**src/rtl/tle_pkg.sv**
```systemverilog
// shared types and character codes for the terminal line editor
package tle_pkg;

  typedef enum logic [2:0] {
    KIND_ECHO    = 3'd0,
    KIND_CHAR    = 3'd1,
    KIND_TERM    = 3'd2,
    KIND_NOLINE  = 3'd3,
    KIND_REFUSED = 3'd4
  } kind_e;

  typedef enum logic {
    OP_RECEIVE = 1'b0,
    OP_TAKE    = 1'b1
  } op_e;

  typedef enum logic [2:0] {
    S_IDLE,
    S_EMIT,
    S_RD,
    S_OUT,
    S_TERM
  } state_e;

  typedef enum logic [2:0] {
    SEQ_CHAR,
    SEQ_CRLF,
    SEQ_RUBOUT,
    SEQ_REFUSED,
    SEQ_NOLINE
  } seq_e;

  localparam logic [7:0] CH_CR  = 8'h0D;
  localparam logic [7:0] CH_LF  = 8'h0A;
  localparam logic [7:0] CH_BS  = 8'h08;
  localparam logic [7:0] CH_DEL = 8'h7F;
  localparam logic [7:0] CH_SP  = 8'h20;

  typedef struct packed {
    logic       operation;
    logic [7:0] data_byte;
  } in_t;

  typedef struct packed {
    kind_e      kind;
    logic [7:0] out_byte;
    logic       last;
  } out_t;

endpackage

```
**src/rtl/terminal_line_editor.sv**
```systemverilog
// terminal line editor top level: line store, edit decode and result sequencing
//
//  channel  | signals                              | carries
//  ---------+--------------------------------------+------------------------------
//  in       | in_valid_i, in_ready_o, in_data_i    | operation and received byte
//  out      | out_valid_o, out_ready_i, out_data_o | kind, out byte, last flag
//  cfg      | cfg_we_i, cfg_wdata_i                | echo enable, written at once
//
// one transaction at a time: an input is taken only in the idle state
// edits are decided in the accept cycle; an echo then sends its bytes in order
// taking a line reads each character from the ram (S_RD), then outputs it (S_OUT),
// and ends with the terminator (S_TERM) once the last character is out
// a stalled output holds the sequencer; the output register frees the input side
// reset clears fill count, line ready, echo enable (to 1) and the output valid
module terminal_line_editor #(
  parameter int LINE_BYTES = 64
) (
  input  logic          clk_i,
  input  logic          rst_ni,
  input  logic          in_valid_i,
  output logic          in_ready_o,
  input  tle_pkg::in_t  in_data_i,
  output logic          out_valid_o,
  input  logic          out_ready_i,
  output tle_pkg::out_t out_data_o,
  input  logic          cfg_we_i,
  input  logic          cfg_wdata_i
);
  import tle_pkg::*;

  localparam int AW = $clog2(LINE_BYTES);
  localparam int CW = $clog2(LINE_BYTES + 1);

  // control state
  state_e         state_q, state_d;
  seq_e           seq_q, seq_d;
  logic [1:0]     idx_q, idx_d;
  logic [7:0]     byte_q, byte_d;
  logic [CW-1:0]  fill_q, fill_d;
  logic           ready_q, ready_d;
  logic [CW-1:0]  ptr_q, ptr_d;
  logic           echo_q;

  // output register
  out_t           out_q, out_d;
  logic           out_valid_q, out_valid_d;

  // ram ports
  logic           ram_we;
  logic [AW-1:0]  ram_waddr;
  logic [7:0]     ram_wdata;
  logic           ram_re;
  logic [7:0]     ram_rdata;

  logic           accept;
  logic           slot_free;
  logic           is_end, is_rub;
  out_t           seq_item;

  assign in_ready_o  = (state_q == S_IDLE);
  assign accept      = in_valid_i && in_ready_o;
  assign slot_free   = !out_valid_q || out_ready_i;
  assign out_valid_o = out_valid_q;
  assign out_data_o  = out_q;

  assign is_end = (in_data_i.data_byte == CH_CR) || (in_data_i.data_byte == CH_LF);
  assign is_rub = (in_data_i.data_byte == CH_BS) || (in_data_i.data_byte == CH_DEL);

  tle_ram #(
    .WIDTH(8),
    .DEPTH(LINE_BYTES)
  ) u_line_ram (
    .clk_i  (clk_i),
    .we_i   (ram_we),
    .waddr_i(ram_waddr),
    .wdata_i(ram_wdata),
    .re_i   (ram_re),
    .raddr_i(ptr_q[AW-1:0]),
    .rdata_o(ram_rdata)
  );

  // the item an echo or status sequence shows at its current step
  always_comb begin
    seq_item = '{kind: KIND_ECHO, out_byte: 8'h00, last: 1'b1};
    case (seq_q)
      SEQ_CHAR: begin
        seq_item.out_byte = byte_q;
      end
      SEQ_CRLF: begin
        seq_item.out_byte = (idx_q == 2'd0) ? CH_CR : CH_LF;
        seq_item.last     = (idx_q == 2'd1);
      end
      SEQ_RUBOUT: begin
        seq_item.out_byte = (idx_q == 2'd1) ? CH_SP : CH_BS;
        seq_item.last     = (idx_q == 2'd2);
      end
      SEQ_REFUSED: begin
        seq_item.kind = KIND_REFUSED;
      end
      SEQ_NOLINE: begin
        seq_item.kind = KIND_NOLINE;
      end
      default: begin
        seq_item.kind = KIND_ECHO;
      end
    endcase
  end

  always_comb begin
    state_d     = state_q;
    seq_d       = seq_q;
    idx_d       = idx_q;
    byte_d      = byte_q;
    fill_d      = fill_q;
    ready_d     = ready_q;
    ptr_d       = ptr_q;
    out_d       = out_q;
    out_valid_d = out_valid_q && !out_ready_i;
    ram_we      = 1'b0;
    ram_waddr   = fill_q[AW-1:0];
    ram_wdata   = in_data_i.data_byte;
    ram_re      = 1'b0;

    case (state_q)
      S_IDLE: begin
        if (accept) begin
          idx_d  = 2'd0;
          byte_d = in_data_i.data_byte;
          if (in_data_i.operation == OP_TAKE) begin
            ptr_d = '0;
            if (!ready_q || fill_q == '0) begin
              seq_d   = SEQ_NOLINE;
              state_d = S_EMIT;
            end else if (fill_q == CW'(1)) begin
              state_d = S_TERM;
            end else begin
              state_d = S_RD;
            end
          end else if (ready_q) begin
            // a line is waiting to be taken
            seq_d   = SEQ_REFUSED;
            state_d = S_EMIT;
          end else if (is_end) begin
            if (fill_q < CW'(LINE_BYTES)) begin
              ram_we    = 1'b1;
              ram_wdata = CH_LF;
              fill_d    = fill_q + CW'(1);
              ready_d   = 1'b1;
              seq_d     = SEQ_CRLF;
              if (echo_q) begin
                state_d = S_EMIT;
              end
            end
          end else if (is_rub) begin
            // no line end can be stored while no line is ready
            if (fill_q != '0) begin
              fill_d = fill_q - CW'(1);
              seq_d  = SEQ_RUBOUT;
              if (echo_q) begin
                state_d = S_EMIT;
              end
            end
          end else if (fill_q < CW'(LINE_BYTES - 1)) begin
            // one slot stays free for the line end
            ram_we = 1'b1;
            fill_d = fill_q + CW'(1);
            seq_d  = SEQ_CHAR;
            if (echo_q) begin
              state_d = S_EMIT;
            end
          end
        end
      end
      S_EMIT: begin
        if (slot_free) begin
          out_d       = seq_item;
          out_valid_d = 1'b1;
          idx_d       = idx_q + 2'd1;
          if (seq_item.last) begin
            state_d = S_IDLE;
          end
        end
      end
      S_RD: begin
        ram_re  = 1'b1;
        state_d = S_OUT;
      end
      S_OUT: begin
        if (slot_free) begin
          out_d       = '{kind: KIND_CHAR, out_byte: ram_rdata, last: 1'b0};
          out_valid_d = 1'b1;
          ptr_d       = ptr_q + CW'(1);
          // last character sits just below the stored line end
          if (ptr_q + CW'(2) == fill_q) begin
            state_d = S_TERM;
          end else begin
            state_d = S_RD;
          end
        end
      end
      S_TERM: begin
        if (slot_free) begin
          out_d       = '{kind: KIND_TERM, out_byte: 8'h00, last: 1'b1};
          out_valid_d = 1'b1;
          fill_d      = '0;
          ready_d     = 1'b0;
          state_d     = S_IDLE;
        end
      end
      default: begin
        state_d = S_IDLE;
      end
    endcase
  end

  always_ff @(posedge clk_i or negedge rst_ni) begin
    if (!rst_ni) begin
      state_q     <= S_IDLE;
      fill_q      <= '0;
      ready_q     <= 1'b0;
      echo_q      <= 1'b1;
      out_valid_q <= 1'b0;
      seq_q       <= SEQ_CHAR;
      idx_q       <= 2'd0;
      ptr_q       <= '0;
    end else begin
      state_q     <= state_d;
      fill_q      <= fill_d;
      ready_q     <= ready_d;
      out_valid_q <= out_valid_d;
      seq_q       <= seq_d;
      idx_q       <= idx_d;
      ptr_q       <= ptr_d;
      if (cfg_we_i) begin
        echo_q <= cfg_wdata_i;
      end
    end
  end

  // payload registers
  always_ff @(posedge clk_i) begin
    byte_q <= byte_d;
    out_q  <= out_d;
  end

endmodule

```
**src/rtl/tle_ram.sv**
```systemverilog
// generic single-clock ram, one write port, one registered read port
module tle_ram #(
  parameter int WIDTH = 8,
  parameter int DEPTH = 64
) (
  input  logic                     clk_i,
  input  logic                     we_i,
  input  logic [$clog2(DEPTH)-1:0] waddr_i,
  input  logic [WIDTH-1:0]         wdata_i,
  input  logic                     re_i,
  input  logic [$clog2(DEPTH)-1:0] raddr_i,
  output logic [WIDTH-1:0]         rdata_o
);

  logic [WIDTH-1:0] mem_q [DEPTH];
  logic [WIDTH-1:0] rdata_q;

  always_ff @(posedge clk_i) begin
    if (we_i) begin
      mem_q[waddr_i] <= wdata_i;
    end
    if (re_i) begin
      rdata_q <= mem_q[raddr_i];
    end
  end

  assign rdata_o = rdata_q;

endmodule
```
**config.mk**
```make
export PLATFORM = sky130hd
export DESIGN_NAME = terminal_line_editor
export DESIGN_NICKNAME = d
export VERILOG_FILES = /design/src/rtl/tle_pkg.sv /design/src/rtl/terminal_line_editor.sv /design/src/rtl/tle_ram.sv
export SDC_FILE = /design/constraint.sdc
export NUM_CORES = 1
export LEC_CHECK = 0
export ABC_AREA = 0
export BUFFER_PORTS_ARGS = -buffer_cell sky130_fd_sc_hd__buf_2
export CORE_MARGIN = 2
export CORE_UTILIZATION = 28
export CTS_BUF_LIST = sky130_fd_sc_hd__clkbuf_8
export DETAILED_ROUTE_END_ITERATION = 8
export PLACE_DENSITY = 0.48
export SYNTH_ARGS = -nofsm -noshare
export SYNTH_HDL_FRONTEND = slang
export SYNTH_SLANG_ARGS = --single-unit
```
**constraint.sdc**
```tcl
create_clock -name clk_i -period 2.55 [get_ports clk_i]
set_input_delay 0.51 -clock clk_i [delete_from_list [all_inputs] [get_ports clk_i]]
set_output_delay 0.51 -clock clk_i [all_outputs]
set_load 0.005 [all_outputs]
```
After elaboration in Yosys (flattened, before gate mapping)
Memory sizes are Yosys's and may differ from the RTL's. A register that Yosys moved wholly into a read port is not among the register bits.
Index checks and enable logic that the tools add are counted.
Widths: inputs -> output; s select.

word-level totals
  bits in writable memories = 512
  memories kept = 1
  bits in registers = 45
  bits of input ports = 15
  word-level logic and storage cells = 157

operators by class
  muxes and demuxes = 76
  order comparisons = 2
  add/subtract/negate cells = 5
  equal/unequal tests = 33
  reductions and logical operators = 28

memories
  memory            words  width  read ports  clocked after memory_dff  write ports  line           RTL
  u_line_ram.mem_q  64     8      1           1                         1            tle_ram.sv:15  logic [WIDTH-1:0] mem_q [DEPTH];

operators by type and width
  operator             number
  $mux 7               12
  $mux 3               25
  $mux 8               6
  $mux 12              3
  $pmux 12 s3          1
  $pmux 7 s2           2
  $eq 8x4->1 const B   3
  $pmux 8 s3           1
  $mux 1               18
  $reduce_and 8->1     2
  $pmux 3 s5           1
  $add 7x1->7 const B  2
  $eq 3x2->1 const B   4
  $ne 2x2->1 const B   6
  $reduce_and 4->1     3
  $ne 5x4->1 const B   2
  $eq 8x7->1 const B   1
  $ne 4x3->1 const B   2
  $add 7x2->7 const B  1
  $eq 7x1->1 const B   1
  $eq 7x7->1           1
  $logic_not 7->1      1
  $lt 7x6->1 const B   1
  $lt 7x7->1 const B   1
  29 further kinds     44

Longest topological paths before layout
Gate-level depths: netlist of the first run.

  depth after elaboration = 10
  gate-level depth with buffers = 10
  depth with buffers taken out = 8

Hierarchy
From an unflattened synthesis of the first run, not the netlist that was laid out.

second synthesis, totals
  cells, all modules = 1261
  area total of the unflattened synthesis = 23080.9 um^2

by module, submodules not included
  module                sequential area each (um^2)  area each (um^2)  cells each  instances
  tle_ram               15615.0                      20270.7           972         1
  terminal_line_editor  1227.4                       2810.2            289         1

Worst setup path before layout of the first run
No wires, ideal clock.

  path type = input to register
  from = input in_data_i[0] (netlist name)
  to = memory u_line_ram.mem_q[0][1], data pin
  arrival time = 2.311 ns
  cell stages on the path = 4
  required time = 2.174 ns
  setup slack = -0.137 ns
  cell sequence = or3b_4 > a2111oi_4 > nand2_1 > nand2b_1

between the ends
  longest elaborated chain between the ends = 7
  elaborated cells between the ends (all ways) = 8
  classes of those cells = eq/ne: 2; mux: 5; reduce/logical: 1

RTL lines
  element                 line                         RTL
  from (decl)             terminal_line_editor.sv:22   input tle_pkg::in_t in_data_i,
  $eq 8x4->1              terminal_line_editor.sv:66   assign is_end = (in_data_i.data_byte == CH_CR) || (in_data_i.data_byte == CH_LF);
  $logic_or 1x1->1 (*)    terminal_line_editor.sv:66
  $mux 8 (*)              terminal_line_editor.sv:143  end else if (is_end) begin
  $mux 8 (*)              terminal_line_editor.sv:139  end else if (ready_q) begin
  $mux 8 (*)              terminal_line_editor.sv:129  if (in_data_i.operation == OP_TAKE) begin
  $mux 8 (*)              terminal_line_editor.sv:126  if (accept) begin
  $mux 8 (*)              terminal_line_editor.sv:124  case (state_q)
  named net ram_wdata[1]  terminal_line_editor.sv:51   logic [7:0] ram_wdata;
  to (decl)               tle_ram.sv:15

The timed path passes the listed nets; every way through them passes the cells marked *.

==> results of run 1 <==
-- logic make-up (layout without fill, tap and decap cells) --
logic type                 after synthesis  after routing
DFF                                    565            565
and+or+nand+nor                        226            226
muxes                                  184            184
AOI/OAI and AO/OA                      148            148
buffers and inverters                   84            447
xor gates and xnor gates                17             17
adders and majority gates                8              8
other                                    0              1
-- layer usage --
metal	vias to the layer above	GRT usage	share of wire
met2	397	0.2329	0.47
met3	92	0.02547	0.049
met5	-	0	0
li1	5602	-	-
met4	0	0.04865	0.023
met1	6639	0.2033	0.46
-- area by class of cell --
class | instances | area, um^2
Clock buffer | 102 | 1404
Clock inverter | 73 | 553.0
Sequential cell | 565 | 16850
Fill cell | 7629 | 52440
Timing Repair Buffer | 256 | 2211
Antenna cell | 1 | 2.502
Tap cell | 1060 | 1326
Inverter | 16 | 60.06
Multi-Input combinational cell | 583 | 5957
-- worst register-to-register path: stages, from the launching register on --
cell and delay, ns:
dfrtp_4 0.52, buf_12 0.16, buf_12 0.14, mux4_2 0.48, mux4_2 0.53, o211ai_1 0.33, o31ai_2 0.18
-- how the worst max path moves through the flow --
stage / slack, ns / end / cells past startpoint / from
2_1_floorplan: -0.11 / u_line_ram.mem_q[16][0]$_DFFE_PP_ / 6 / in_data_i[0]
6_report: -0.08 / u_line_ram.rdata_o[6]$_DFFE_PN_ / 6 / ptr_q[0]$_DFFE_PN0P_
5_1_grt: -0.09 / u_line_ram.rdata_o[6]$_DFFE_PN_ / 6 / ptr_q[0]$_DFFE_PN0P_
3_3_place_gp: -0.50 / u_line_ram.mem_q[25][0]$_DFFE_PP_ / 10 / in_data_i[7]
3_5_place_dp: -0.46 / u_line_ram.mem_q[1][6]$_DFFE_PP_ / 10 / in_data_i[7]
4_1_cts: -0.08 / u_line_ram.rdata_o[6]$_DFFE_PN_ / 8 / ptr_q[0]$_DFFE_PN0P_
-- report_power, final --
part           switching (mW)  internal, mW
Sequential             0.0383          10.3
Clock                    3.70          4.62
Combinational           0.533         0.255
-- synthesized netlist by cell type, drive strengths merged (10+ instances only) --
| library cell | number |
|---|---|
| nand3 | 23 |
| nor3 | 10 |
| nand2 | 42 |
| o221ai | 13 |
| mux4 | 116 |
| inv | 16 |
| edfxtp | 540 |
| dfrtp | 24 |
| o21ai | 47 |
| clkbuf | 30 |
| mux2i | 67 |
| buf | 38 |
| a21oi | 20 |
| nor2 | 100 |
| o22ai | 11 |
| a211oi | 10 |
-- repair_timing --
item                                   4_1_cts  5_1_grt
endpoints found under the hold margin       25        0
setup endpoints to repair                    8      191
pin swaps                                   10        8
hold buffers                                 2        0
gates cloned                                 5        0
resized for setup                           65       22
setup buffers                               13        2
-- flip-flops by register name, indices dropped and copies added (netlist names) --
name                cells
fill_q                  7
echo_q                  1
ptr_q                   7
out_valid_o             1
out_data_o             12
ready_q                 1
u_line_ram.rdata_o      8
byte_q                  8
u_line_ram.mem_q      512
state_q                 3
idx_q                   2
seq_q                   3
-- layout by cell type, fill, tap and decap left out, types with 6 or more instances in the layout --
| master | instances |
|---|---|
| edfxtp_1 | 540 |
| buf_4 | 194 |
| mux4_2 | 116 |
| clkbuf_8 | 102 |
| nor2_1 | 97 |
| mux2i_1 | 58 |
| inv_1 | 43 |
| nand2_1 | 34 |
| o21ai_0 | 30 |
| buf_2 | 28 |
| nand3_1 | 21 |
| dfrtp_1 | 20 |
| a21oi_1 | 18 |
| clkinv_1 | 18 |
| buf_12 | 16 |
| clkinv_2 | 14 |
| o221ai_1 | 12 |
| o22ai_1 | 11 |
| o21ai_2 | 10 |
| nor2b_1 | 9 |
| a22o_1 | 9 |
| nand4_1 | 9 |
| xnor2_1 | 9 |
| bufinv_16 | 9 |
| buf_6 | 9 |
| nor3_1 | 8 |
| nand2_2 | 8 |
| xor2_1 | 8 |
| o211ai_1 | 7 |
| o21ai_1 | 7 |
| ha_1 | 7 |
| a211oi_1 | 6 |
==> flow_summary.yaml, run 1 <==
outcome:
  status: "complete, but fails checks"
  violations: "negative setup slack"
worst_hold_path:
  hold_path.class: "input port to register"
  hold_path_depth: 2
  hold_start: "cfg_we_i"
  hold_end: "echo_q$_DFFE_PN1P_"
setup_path:
  r2r_start: "ptr_q[0]$_DFFE_PN0P_"
  cp_top_family: "multiplexers"
  r2r_slack_ns: -0.08
  crit_path_top_delay_cell: "mux4_2"
  worstSetupPathType: "register to register"
  cp_max_fo: 5
  cp-end-kind: "register"
  cp.required_ns: 2.95
  worstPathArrival_ns: 3.03
  path_cells: "buf_12 -> buf_12 -> mux4_2 -> mux4_2 -> o211ai_1 -> o31ai_2"
  reg2reg_depth: 6
  start_kind: "register"
  crit_buf_inv: 2
  worstReg2RegEnd: "u_line_ram.rdata_o[6]$_DFFE_PN_"
  max_stage_delay_ns: 0.53
synthesis:
  yosysUniqueCellTypes: 65
  yosys.area.top_type_share: 0.7067
  synth_top_flop_cell: "edfxtp_1"
  syn_inst: 1232
  synth.top_cells.by_area: "edfxtp_1 (71%), mux4_2 (11%), mux2i_1 (2.9%), dfrtp_1 (2.6%), nor2_1 (1.6%)"
  synth-edff-count: 540
  synth-xor-area-share: 0.006489
  yosysTopAreaCell: "edfxtp_1"
  synth-async-reset-ratio: 0.04425
  synth_mux_area_frac: 0.1436
  synth-seq-cells: 565
  syn_avg_cell_area_um2: 18.62
  synthSimpleGateAreaFrac: 0.04837
  ys_seq_area_frac: 0.7340
  synthAdderAreaFrac: 0.004363
  syn_nets: 1255
  yosys_warnings: 0
  netlist_area_um2: 22940
  synth_top_family_by_area: "multiplexers"
  synth_compound_area_frac: 0.04532
global_routing:
  grt_max_degree: 66
  grt_usage: 0.1465
  grt_pass1_vias: 13510
  grt-ovfl-total: 0
  grt_pass1_wl_mm: 91.29
  antenna_found_initial: 0
layout:
  area_delta_synth_final_pct: 23.63
  fin_util: 0.3510
  drive_gt1_frac: 0.3567
  final_nets: 1542
  design_area_um2: 28370
  final_cells: 2656
job:
  cap_violations: 0
clocking:
  cts_tree: "done"
  cts_buffers: 97
  cts.sinks: 565
  worstSkewPairLatency_ns: 0.69
  clockBufferDepth: 3
  ctsRootBufferMaster: "clkbuf_8"
  cts.clk_slew.worst_paths_ns: 0.06
  cts_max_level: 3
detailed_routing:
  dr.pass1.iters: 5
  drtIter0Drc: 1010
  postRouteAntennaNets: 0
  wl_per_cell_um: 23.31
  routed_wl_mm: 61.92
  drc_errors: 0
  num_vias: 12730
  via_per_inst: 4.793
placement:
  post-place-cells: 2460
  gp_congestion: 0.8217
  placed_cell_area_um2: 25790
  place.port_buffers: 28
  place_hpwl_mm: 39.87
  pre_cts_ws_ns: -0.4589
sta:
  worstMarginPinSlew_ns: 0.8811
  hold_viol_final: 0
  hold_ws_ns: 0.07499
  worst_slack_ns: -0.07850
  fin_setup_tns_ns: -0.07850
  rsz0062_at_grt: "true"
  skew_ns: 0.03035
  setup_viol: 1
  slew_headroom: 0.4126
  slew_viol_final: 0
  finalCritPeriodShare: 1.031
  min_period_ns: 2.629
  fmax_ghz: 0.3804
power:
  peakVddDrop_mv: 0.3143
  power.total_mw: 19.43
  p_per_area_nw_per_um2: 684.8
  p_leak_nw: 9.194
floorplanning:
  start_util: 0.2839
  dieArea_um2: 84250
  die_x_um: 290.3
  rows: 104
  core_area_um2: 80810
  dieHeight_um: 290.3
  io_pins: 29
(Power assumes the default switching activity.)
==> run 2, diff against run 1 <==
--- a/config.mk
+++ b/config.mk
@@ -10,6 +10,6 @@
 export CORE_MARGIN = 2
-export CORE_UTILIZATION = 28
+export CORE_UTILIZATION = 60
 export CTS_BUF_LIST = sky130_fd_sc_hd__clkbuf_8
 export DETAILED_ROUTE_END_ITERATION = 8
-export PLACE_DENSITY = 0.48
+export PLACE_DENSITY = 0.82
 export SYNTH_ARGS = -nofsm -noshare
==> constraint.sdc (replaced) <==
create_clock -name clk_i -period 2.55 [get_ports clk_i]
set_input_delay 0.1275 -clock clk_i [delete_from_list [all_inputs] [get_ports clk_i]]
set_output_delay 0.1275 -clock clk_i [all_outputs]
set_load 0.005 [all_outputs]
==> run 2 against run 1 <==
The run now ends clean. Non-clock buffer count down 28. Cell count down 23%. Core utilization up 36 points. Clock power down 18%. Clock skew up 0.00085 ns. Critical endpoint is now u_line_ram.rdata_o[5]$_DFFE_PN_. Largest cell class unchanged. Largest power group unchanged. Highest routed layer unchanged.
==> flow_summary.yaml, run 2 (same netlist as run 1, synthesis figures left out) <==
outcome:
  status: "completed"
detailed_routing:
  drtIter0Drc: 1650
  dr.pass1.iters: 6
  drc_errors: 0
  postRouteAntennaNets: 0
  routed_wl_mm: 53.62
  wl_per_cell_um: 26.16
  num_vias: 13050
  via_per_inst: 6.365
floorplanning:
  rows: 71
  start_util: 0.6092
  core_area_um2: 37670
  io_pins: 29
  dieArea_um2: 39820
  dieHeight_um: 199.6
  die_x_um: 199.6
global_routing:
  grt_max_degree: 66
  grt_pass1_vias: 12980
  antenna_found_initial: 0
  grt-ovfl-total: 0
  grt_usage: 0.2764
  grt_pass1_wl_mm: 79.32
layout:
  largest_register_ffs: 512
  design_area_um2: 26690
  final_cell_mix: "edfxtp_1 (540), buf_4 (174), mux4_2 (116), nor2_1 (100), clkbuf_8 (86)"
  drive_gt1_frac: 0.3054
  diodes: 0
  regMostFlops: "u_line_ram.mem_q"
  fin_util: 0.7086
  final_common_cell: "edfxtp_1"
  final_nets: 1502
  fill_cells: 2266
  area_delta_synth_final_pct: 16.32
placement:
  place.port_buffers: 28
  gp_congestion: 0.9092
  placed_cell_area_um2: 24830
  place_hpwl_mm: 34.38
sta:
  slew_viol_final: 0
  worstMarginPinSlew_ns: 0.8125
  fmax_ghz: 0.4012
  hold_ws_ns: 0.05869
  setup_viol: 0
  finalCritPeriodShare: 0.9774
  skew_ns: 0.03120
  hold_viol_final: 0
  slew_headroom: 0.4583
  min_period_ns: 2.492
  fin_setup_tns_ns: 0
clocking:
  cts_buffers: 85
  clockBufferDepth: 3
  cts_tree: "done"
  cts.clk_slew.worst_paths_ns: 0.07
  cts_max_level: 3
  ctsRootBufferMaster: "clkbuf_8"
  worstSkewPairLatency_ns: 0.66
  cts.sinks: 565
setup_path:
  r2r_start: "ptr_q[1]$_DFFE_PN0P_"
  worstPathArrival_ns: 2.86
  start_kind: "register"
  crit_start: "ptr_q[1]$_DFFE_PN0P_"
  cp.required_ns: 2.91
  cp_max_fo: 13
  cp-end-kind: "register"
  worstSetupPathType: "register to register"
power:
  peakVddDrop_mv: 0.4329
  power.total_mw: 17.87
  p_leak_nw: 8.759
  p_per_area_nw_per_um2: 669.7
job:
  cap_violations: 0
worst_hold_path:
  hold_path.class: "input port to async pin"
run 2: path summary, 6_finish.rpt:
check | to | slack [ns] | cells past startpoint
setup / recovery | u_line_ram.rdata_o[5]$_DFFE_PN_ | 0.06 | 6
hold / removal | ptr_q[6]$_DFFE_PN0P_ | 0.06 | 2
setup reg to reg | u_line_ram.rdata_o[5]$_DFFE_PN_ | 0.06 | 6
hold reg to reg | idx_q[0]$_DFFE_PN0P_ | 0.55 | 1
max in group asynchronous | ptr_q[1]$_DFFE_PN0P_ | 2.01 | 2
min in group clk_i | u_line_ram.mem_q[8][5]$_DFFE_PP_ | 0.10 | 2
run 2: layer usage:
metal	wire length (um)	GRT usage	up-vias
met5	0	0	-
met1	19810	0.3800	6608
met4	1709	0.1032	0
li1	-	-	5494
met2	26590	0.4473	824
met3	5513	0.05215	123
run 2: per-stage QoR:
stage | instances | setup slack, ns
detailed placement | 1871 | -0.03870
floorplan | 1232 | 0.05692
CTS | 2029 | 0.01110
global route | 2050 | -0.0006160
finish | 2050 | 0.05768
global placement | 1871 | -0.006062
run 2: timing repair:
| action | 4_1_cts | 5_1_grt |
|---|---|---|
| buffers inserted | 0 | 21 |
| hold endpoints to repair | 39 | 0 |
| resized for setup | 5 | 10 |
| hold buffers | 11 | 0 |
| endpoints found under the setup margin | 2 | 223 |
| pin swaps | 0 | 2 |
run 2: final cells by class:
class                   instances  area, um^2  share of cell area
repair buffers                228        1856             0.06952
well taps                     511       639.4             0.02396
clock inverters                61       349.1             0.01308
flip-flops and latches        565       16850              0.6314
clock buffers                  86        1184             0.04435
inverters                      16       60.06            0.002250
multi-input cells             583        5749              0.2154
run 2: where the power goes:
group	total [mW]	switching [mW]	internal, mW
clock	6.83	3.37	3.45
sequential	10.3	0.0384	10.3
combinational	0.729	0.509	0.220
run 2: worst max-delay path, cell delays in order, from the launching register on:
cell and delay (ns):
dfrtp_4 0.51, buf_12 0.18, buf_4 0.23, mux4_2 0.36
mux4_2 0.53, o21ai_0 0.25, o21ai_0 0.14
==> run 3, diff against run 2 <==
PLACE_DENSITY = 0.73   (was 0.82)
RECOVER_POWER = 50   (was unset)
==> run 3 against run 2 <==
The run now ends with max-capacitance violations, max-slew violations left. Fmax down 2.2%. Clock-buffer cell count up 6. Sequential share of layout area down 0.18 points. Setup slack worse by 0.056 ns. Critical path depth up 2. Die area unchanged. Worst hold slack worse by 0.029 ns. Combinational power down 5.2%. Power up 0.13%. Non-clock buffer count up 5. Final area up 0.28%. Highest routed layer unchanged.
==> flow_summary.yaml, run 3 (same netlist as run 1, synthesis figures left out) <==
job:
  cap_violations: 4
detailed_routing:
  via_per_inst: 6.221
  num_vias: 12830
  drc_errors: 0
  routed_wl_mm: 53.63
  dr.pass1.iters: 6
  drtIter0Drc: 1420
  wl_per_cell_um: 26.01
  postRouteAntennaNets: 0
sta:
  slew_headroom: -0.3501
  hold_viol_final: 0
  fmax_ghz: 0.3924
  rsz0062_at_grt: "true"
  setup_viol: 0
  worst_slack_ns: 0.001432
  skew_ns: 0.02479
  slew_viol_final: 182
  worstMarginPinSlew_ns: 2.025
  fin_setup_tns_ns: 0
  finalCritPeriodShare: 0.9994
  min_period_ns: 2.549
floorplanning:
  dieHeight_um: 199.6
  rows: 71
  die_x_um: 199.6
  io_pins: 29
  dieArea_um2: 39820
  core_area_um2: 37670
  start_util: 0.6092
setup_path:
  max_stage_delay_ns: 0.51
  crit_buf_inv: 3
  worstSetupPathType: "register to register"
  path_common_cell: "mux4_2"
  critPathCapture: "u_line_ram.rdata_o[0]$_DFFE_PN_"
  cp.required_ns: 2.93
  r2r_start: "ptr_q[0]$_DFFE_PN0P_"
  cp-end-kind: "register"
  r2r_slack_ns: 0.001
  cp_max_fo: 14
  crit_start: "ptr_q[0]$_DFFE_PN0P_"
  cp_top_family: "multiplexers"
  reg2reg_depth: 8
  start_kind: "register"
  crit_path_top_delay_cell: "mux4_2"
  path_cells: "buf_12 -> buf_16 -> buf_4 -> mux4_2 -> mux4_2 -> nand2b_1 -> nand3_1 -> o21ai_1"
  worstReg2RegEnd: "u_line_ram.rdata_o[0]$_DFFE_PN_"
  crit_cells: 8
  worstPathArrival_ns: 2.93
power:
  p_comb_frac: 0.039
  intPower_mw: 14.01
  p_leak_nw: 8.763
  power.total_mw: 17.90
  p_sw_mw: 3.888
  peakVddDrop_mv: 0.4708
  switching_share: 0.2173
  seq_power_share: 0.577
  p_clk_frac: 0.384
  p_per_area_nw_per_um2: 668.7
worst_hold_path:
  hold_path.class: "input port to register"
global_routing:
  grt_usage: 0.2785
  grt_max_degree: 66
  antenna_found_initial: 0
  grt_pass1_vias: 12780
  grt_pass1_wl_mm: 79.36
  grt-ovfl-total: 0
layout:
  design_area_um2: 26760
  regMostFlops: "u_line_ram.mem_q"
  regArea_um2: 16850
  final_nets: 1510
  fill_cells: 2344
  final_common_cell: "edfxtp_1"
  area_delta_synth_final_pct: 16.65
  final_cell_mix: "edfxtp_1 (540), buf_4 (161), mux4_2 (116), nor2_1 (99), clkbuf_8 (92)"
  largest_register_ffs: 512
  diodes: 0
  multi_input_area_um2: 5736
  drive_gt1_frac: 0.2863
outcome:
  violations: "max-capacitance violations, max-slew violations"
  status: "complete, but fails checks"
clocking:
  ctsRootBufferMaster: "clkbuf_8"
  cts.clk_slew.worst_paths_ns: 0.06
  cts.sinks: 565
  cts_max_level: 3
  worstSkewPairLatency_ns: 0.64
  clockBufferDepth: 3
  cts_tree: "done"
  cts_buffers: 88
placement:
  gp_congestion: 0.8791
  place.port_buffers: 28
  pre_cts_ws_ns: -0.1262
  place_hpwl_mm: 34.33
  placed_cell_area_um2: 24970
run 3: changes by cell type in the layout (fill, tap and decap cells not counted), moves of 4 or more:
cell      change
clkbuf_8      +6
buf_4        -13
clkbuf_1     +30
buf_2        -22
o21ai_1       +4
o21ai_0       -4
buf_6         +4
run 3: how the worst min path moves through the flow:
stage	startpoint	slack, ns	endpoint	cells past startpoint
global placement	rst_ni	0.18	ptr_q[4]$_DFFE_PN0P_	1
CTS	in_data_i[5]	0.02	byte_q[5]$_DFFE_PP_	2
detailed placement	rst_ni	0.20	ptr_q[4]$_DFFE_PN0P_	1
finish	in_data_i[5]	0.03	byte_q[5]$_DFFE_PP_	2
floorplan	rst_ni	-0.17	fill_q[0]$_DFFE_PN0P_	0
global route	in_data_i[5]	0.04	u_line_ram.mem_q[13][5]$_DFFE_PP_	2
run 3: per-stage QoR:
stage,std cells,hold slack [ns],util
2_1_floorplan,1232,-0.1681,-
3_3_place_gp,1890,0.1844,0.6629
3_5_place_dp,1890,0.1980,0.6629
4_1_cts,2057,0.01870,0.7089
5_1_grt,2062,0.03693,0.7106
6_report,2062,0.03017,0.7106
run 3: cell type report:
cell class	instances	area share
inverters	16	0.002244
multi-input cells	583	0.2143
flip-flops and latches	565	0.6297
clock buffers	92	0.04731
clock inverters	62	0.01131
repair buffers	233	0.07129
well taps	511	0.02389
run 3: what timing repair did:
| action | 4_1_cts | 5_1_grt |
|---|---|---|
| hold buffers | 10 | 0 |
| pin swaps | 0 | 2 |
| endpoints found under the setup margin | 4 | 160 |
| gates resized for setup | 5 | 19 |
| cloned | 1 | 0 |
| endpoints found under the hold margin | 38 | 0 |
| setup buffers | 2 | 6 |
run 3: power groups by stage:
stage	clock network (mW)	registers, mW	logic (mW)
after floorplan	0	10.5	0.353
after global placement	0	10.5	0.658
after detailed placement	0	10.5	0.673
after CTS	6.98	10.3	0.690
after global routing	7.35	10.3	0.766
final	6.88	10.3	0.691
run 3: routing by layer:
metal / global-route usage / part of all wire
met1: 0.3902 / 0.40
met2: 0.4424 / 0.48
met3: 0.05266 / 0.083
met4: 0.1045 / 0.034
met5: 0 / 0
